===== src/rtl/pcmi_divmod.sv =====
module pcmi_divmod #(
   parameter int DW = 30,
   parameter int VW = 11,
   parameter int SW = 1
) (
   input  logic          clock,
   input  logic          reset,
   input  logic          advance,
   input  logic          in_valid,
   input  logic [DW-1:0] dividend,
   input  logic [VW-1:0] divisor,
   input  logic [SW-1:0] side_in,
   output logic          out_valid,
   output logic [DW-1:0] quotient,
   output logic [VW-1:0] remainder,
   output logic [SW-1:0] side_out
);

   // One restoring step per stage, quotient bits shift in from the right
   logic          valid_ff [DW];
   logic [VW-1:0] rem_ff   [DW];
   logic [DW-1:0] quo_ff   [DW];
   logic [SW-1:0] side_ff  [DW];

   logic [VW-1:0] rem_in   [DW];
   logic [DW-1:0] quo_in   [DW];

   for (genvar k = 0; k < DW; k++) begin : g_step
      logic [VW-1:0] rem_prev;
      logic [DW-1:0] quo_prev;
      logic [VW:0]   trial;
      logic          fits;

      assign rem_prev = (k == 0) ? '0 : rem_ff[(k == 0) ? 0 : k-1];
      assign quo_prev = (k == 0) ? dividend : quo_ff[(k == 0) ? 0 : k-1];

      // Bring down the next dividend bit and try a subtract
      always_comb begin
         trial     = {rem_prev, quo_prev[DW-1]};
         fits      = (trial >= {1'b0, divisor});
         rem_in[k] = fits ? VW'(trial - {1'b0, divisor}) : VW'(trial);
         quo_in[k] = {quo_prev[DW-2:0], fits};
      end

      always_ff @(posedge clock) begin
         if (reset) begin
            valid_ff[k] <= 1'b0;
         end else if (advance) begin
            valid_ff[k] <= (k == 0) ? in_valid : valid_ff[(k == 0) ? 0 : k-1];
         end
      end

      always_ff @(posedge clock) begin
         if (advance) begin
            rem_ff[k]  <= rem_in[k];
            quo_ff[k]  <= quo_in[k];
            side_ff[k] <= (k == 0) ? side_in : side_ff[(k == 0) ? 0 : k-1];
         end
      end
   end

   assign out_valid = valid_ff[DW-1];
   assign quotient  = quo_ff[DW-1];
   assign remainder = rem_ff[DW-1];
   assign side_out  = side_ff[DW-1];

`ifndef SYNTHESIS
   a_rem_below_divisor: assert property (@(posedge clock) disable iff (reset)
      out_valid |-> (remainder < divisor))
      else $error("remainder not below divisor");
`endif

endmodule


===== config.mk =====
export PLATFORM = sky130hd
export DESIGN_NAME = pcmi_divmod
export DESIGN_NICKNAME = d
export VERILOG_FILES = /design/src/rtl/pcmi_divmod.sv
export SDC_FILE = /design/constraint.sdc
export NUM_CORES = 2
export LEC_CHECK = 0
export BUFFER_PORTS_ARGS = -buffer_cell sky130_fd_sc_hd__clkbuf_2
export CAP_MARGIN = 40
export CORE_MARGIN = 10
export CORE_UTILIZATION = 40
export CTS_BUF_LIST = sky130_fd_sc_hd__clkbuf_16
export DETAILED_ROUTE_END_ITERATION = 7
export PLACE_DENSITY = 0.55
export SLEW_MARGIN = 10
export SYNTH_ARGS = -nofsm -noshare
export SYNTH_HDL_FRONTEND = slang
export SYNTH_SLANG_ARGS = --single-unit

===== constraint.sdc =====
create_clock -name clock -period 3.2 [get_ports clock]
set_clock_uncertainty 0.2 [all_clocks]
set_input_delay 0.32 -clock clock [delete_from_list [all_inputs] [get_ports clock]]
set_output_delay 0.32 -clock clock [all_outputs]
set_load 0.02 [all_outputs]

* Word level (Yosys, flattened, before mapping)
Memory sizes are Yosys's and may differ from the RTL's.
Cells that the tools add are included.
Widths: inputs -> output; s select.
** Word-level totals
- Register bits after elaboration :: 0
- Memory bits (writable) :: 1290
- Bits of input ports :: 46
- Output and inout bits :: 43
- Memories kept :: 4
** Memories
- quo_ff :: depth 30, bits a word 30, read ports 30, clocked after Yosys merged registers in 0, write ports 30, RTL line 22 : logic [DW-1:0] quo_ff [DW];
- rem_ff :: depth 30, bits a word 11, read ports 30, clocked after Yosys merged registers in 0, write ports 30, RTL line 21 : logic [VW-1:0] rem_ff [DW];
- side_ff :: depth 30, bits a word 1, read ports 30, clocked after Yosys merged registers in 0, write ports 30, RTL line 23 : logic [SW-1:0] side_ff [DW];
- valid_ff :: depth 30, bits a word 1, read ports 30, clocked after Yosys merged registers in 0, write ports 30, RTL line 20 : logic valid_ff [DW];
** Operators by class
- Add/subtract/negate cells :: 30
- $lt $le $gt $ge :: 30
- Multiplexer cells :: 66
- Bitwise gates (word level) :: 30
** Operator list (count)
- $ge 12x11->1 :: 29
- $mux 11 :: 30
- $sub 11x11->11 :: 29
- $mux 1 :: 36
- $or 1x1->1 :: 30
- $ge 1x11->1 :: 1
- $sub 1x11->11 :: 1

* Longest topological paths before layout
- Word-level depth :: 4
- Gate-level depth with buffers :: 11
- Depth with buffers taken out :: 11

* Least setup slack after synthesis
Ideal clock, no wire load.
- Path kind :: input to register
- From :: input port divisor[2]
- To :: memory rem_ff[1][3], in the netlist rem_ff[0][14] (data pin)
- Setup time :: 260 ps
- Arrival time :: 2573 ps
- Setup slack :: 167 ps
- Stages on the path :: 10
- Path buffers :: 1
- Cell sequence :: inv_1 > ha_1 > and2b_1 > o21ai_2 > nand2_1 > a41oi_1 > o21bai_1 > a41o_1 > buf_6 > mux2_4
** RTL lines
- start: declaration :: RTL line 11 : input logic [VW-1:0] divisor,
- end: declaration :: RTL line 21

==> summary.txt <==
Critical path
  • R2R setup slack: 0.28 ns
  • Critical Path End Type: register
  • Setup crit start kind: input port
  • WP data arrival: 3.32 ns
  • Reg-to-reg startpoint: quo_ff[1][29]
  • CP Class: input port to register
  • Critical path peak fanout: 21
  • Worst path required time: 3.50 ns
  • FF-to-FF path depth: 11
  • Reg-to-reg critical path endpoint: rem_ff[1][13]

Timing
  • Unrepaired setup endpoints after global routing: false
  • Count of final hold-check violations: 0
  • Max-slew headroom: 0.412
  • Final setup viols: 0
  • Period minus WS final: 3.01 ns
  • Fin crit share: 0.942
  • Slew @ Worst Pin: 0.882 ns
  • Setup TNS: 0 ns
  • Max Slew Vio Count: 0
  • Fmax: 332 MHz

Route
  • Via Count: 30700
  • Via density: 5.03
  • 1st-pass router iterations: 5
  • DRT iter0 DRCs: 1952
  • DRT Wirelength: 102 mm
  • Mean routed wirelength per cell: 16.8 um
  • Residual DRC: 0
  • Routed Antenna Nets: 0

Place
  • DP Area: 61400 um2
  • Detailed Place HPWL: 65.6 mm
  • Port Buffers: 88
  • Routability Congestion: 0.814

Synth
  • Syn nets: 4107
  • Syn. warnings: 0
  • Cell taking the most area after synthesis: edfxtp_1
  • FF+latch count, synth: 1290
  • Synth area leaders: edfxtp_1 (68%), ha_1 (7.0%), xnor2_1 (2.3%)
  • Syn Area/Cell: 15.5 um2
  • Number of synthesized flops with an enable pin: 1290
  • Most common cell in the netlist: edfxtp_1
  • Top cells by count, synth: edfxtp_1 (1290), ha_1 (321), a21oi_1 (250)
  • Sequential area share after synthesis: 0.675
  • Gate Count Post-Synth: 3711
  • Top FF cell, synth: edfxtp_1
  • Synth unique cells: 67
  • Synth Cell Area: 57400 um2
  • Asr flop ratio synth: 0
  • Synth top area share: 0.675

CTS
  • CTS sink cnt: 1290
  • CTS tree: yes
  • Clk buf depth: 3
  • # Post-CTS Setup Buffers: 0
  • CTS root buffer: clkbuf_16
  • Num CTS Buffers: 143
  • Reg clk slew, reported paths: 0.06 ns
  • H-tree levels: 4
  • Worst-skew pair later-pin latency: 0.75 ns

Floorplanning
  • Die footprint: 159000 um2
  • Core area: 142000 um2
  • Initial core utilization: 0.404
  • Die Height: 399 um
  • Die Span X: 399 um
  • Row Count: 138
  • I/O pins: 89

Hold path
  • Hold Path Class: input port to register
  • Min-Delay Endpoint: quo_ff[0][27]
  • Hold path cells: 2
  • Worst Hold Launch: dividend[26]

Global routing
  • Remaining Overflow, GRT: 0
  • Initial antenna violation count: 0
  • Largest net degree at the start of global routing: 153
  • Global-route wire length before repair: 165 mm
  • Total track usage: 0.128
  • Vias in the first global route: 30900

Pwr
  • Part of the power in registers: 0.400
  • PD cells: 919 nW/um2
  • Sw Ratio: 0.300
  • Leak: 0.0251 uW
  • Maximum VDD drop: 0.000487 V
  • Comb pwr share: 0.337
  • Clock power frac: 0.263
  • Internal Pwr Total: 42700 uW
  • P_sw: 18400 uW

Run status
  • Run status: finished, final reports clean

Finish
  • Final core area utilization: 0.469
  • Layout area overhead: 15.9%
  • Final #Nets: 4491
  • Post-route cell area: 66500 um2
  • Ratio of cells with drive above 1 in the final layout: 0.146
  • Register Area: 38700 um2
  • N_diodes: 0
  • Area of the multi-input gates: 17700 um2
  • # fillers: 12400

Job
  • Max Cap Viol: 0
[critical path, cell delays in order]
cell and delay, ns:
dlygate4sd3_1 0.53, clkbuf_2 0.14, buf_12 0.17, ha_1 0.27
fa_1 0.42, nor2b_1 0.17, o21ai_2 0.08, nand2_1 0.13
a41oi_1 0.08, o21bai_1 0.21, a41o_1 0.25, buf_12 0.16
mux2_2 0.33
[placed cells by master (no fill, tap or decap), types with 58 or more instances in the layout]
cell	instances
a21o_1	60
a21oi_1	250
buf_4	110
clkbuf_16	144
clkbuf_2	87
edfxtp_1	1290
ha_1	321
inv_1	165
mux2_1	107
mux2_4	73
mux2i_1	58
nand2_1	224
nor2_1	155
o21ai_0	160
xnor2_1	149
[flip-flops by register name (all words and copies together) (netlist names)]
signal and cells:
quo_ff 900, rem_ff 330, side_ff 30, valid_ff 30
[area by class of cell]
cell class / instances / area share
Sequential cell: 1290 / 0.583
Multi-Input combinational cell: 2234 / 0.267
Clock buffer: 144 / 0.0542
Timing Repair Buffer: 280 / 0.0375
Tap cell: 1890 / 0.0356
Clock inverter: 108 / 0.0152
Inverter: 146 / 0.00824
[what timing repair did]
item | 4_1_cts | 5_1_grt
hold endpoints to repair | 141 | 0
hold buffers | 43 | 0
gates resized for setup | 0 | 0
[routing by layer]
layer	GRT usage	vias to the layer above	wire length, um
met2	0.203	494	46900
met5	0	-	0
met3	0.0266	207	4270
li1	-	15200	-
met1	0.174	14800	48200
met4	0.0467	0	3010
[kinds of logic (layout without fill, tap and decap cells)]
family / Yosys count / after routing / synth area share
compound gates: 751 / 751 / 0.0840
buf+inv: 187 / 678 / 0.0155
fa+ha+maj: 350 / 350 / 0.0801
mux: 295 / 295 / 0.0614
simple gates: 649 / 649 / 0.0548
xor+xnor: 189 / 189 / 0.0289
flops: 1290 / 1290 / 0.675
[how the worst max path moves through the flow]
stage | start | end | slack, ns | cells past startpoint
finish | divisor[0] | rem_ff[1][123] | 0.19 | 13
global route | divisor[0] | rem_ff[0][151] | 0.09 | 13
CTS | quo_ff[1][29] | rem_ff[1][21] | 0.26 | 11
detailed placement | divisor[0] | rem_ff[0][153] | 0.03 | 12
global placement | divisor[0] | rem_ff[0][104] | 0.05 | 12
floorplan | divisor[2] | rem_ff[0][14] | 0.17 | 10
[per-stage QoR]
stage / setup WS (ns) / total power (uW) / hold slack (ns) / instances
detailed placement: 0.0302 / 45300 / 0.205 / 5797
global route: 0.0860 / 65200 / 0.0314 / 6092
CTS: 0.258 / 61900 / 0.0116 / 6092
global placement: 0.0521 / 45100 / 0.200 / 5797
finish: 0.185 / 61100 / 0.0886 / 6092
floorplan: 0.167 / 40100 / 0.200 / 3711
[power by group through the flow]
stage	logic [uW]	registers (uW)	clock network, uW
after global placement	20200	24900	0
final	20600	24400	16000
after global routing	23100	24800	17400
after floorplan	16000	24100	0
after detailed placement	20500	24800	0
after CTS	20700	24500	16700
Power figures use the tool's default switching activity.
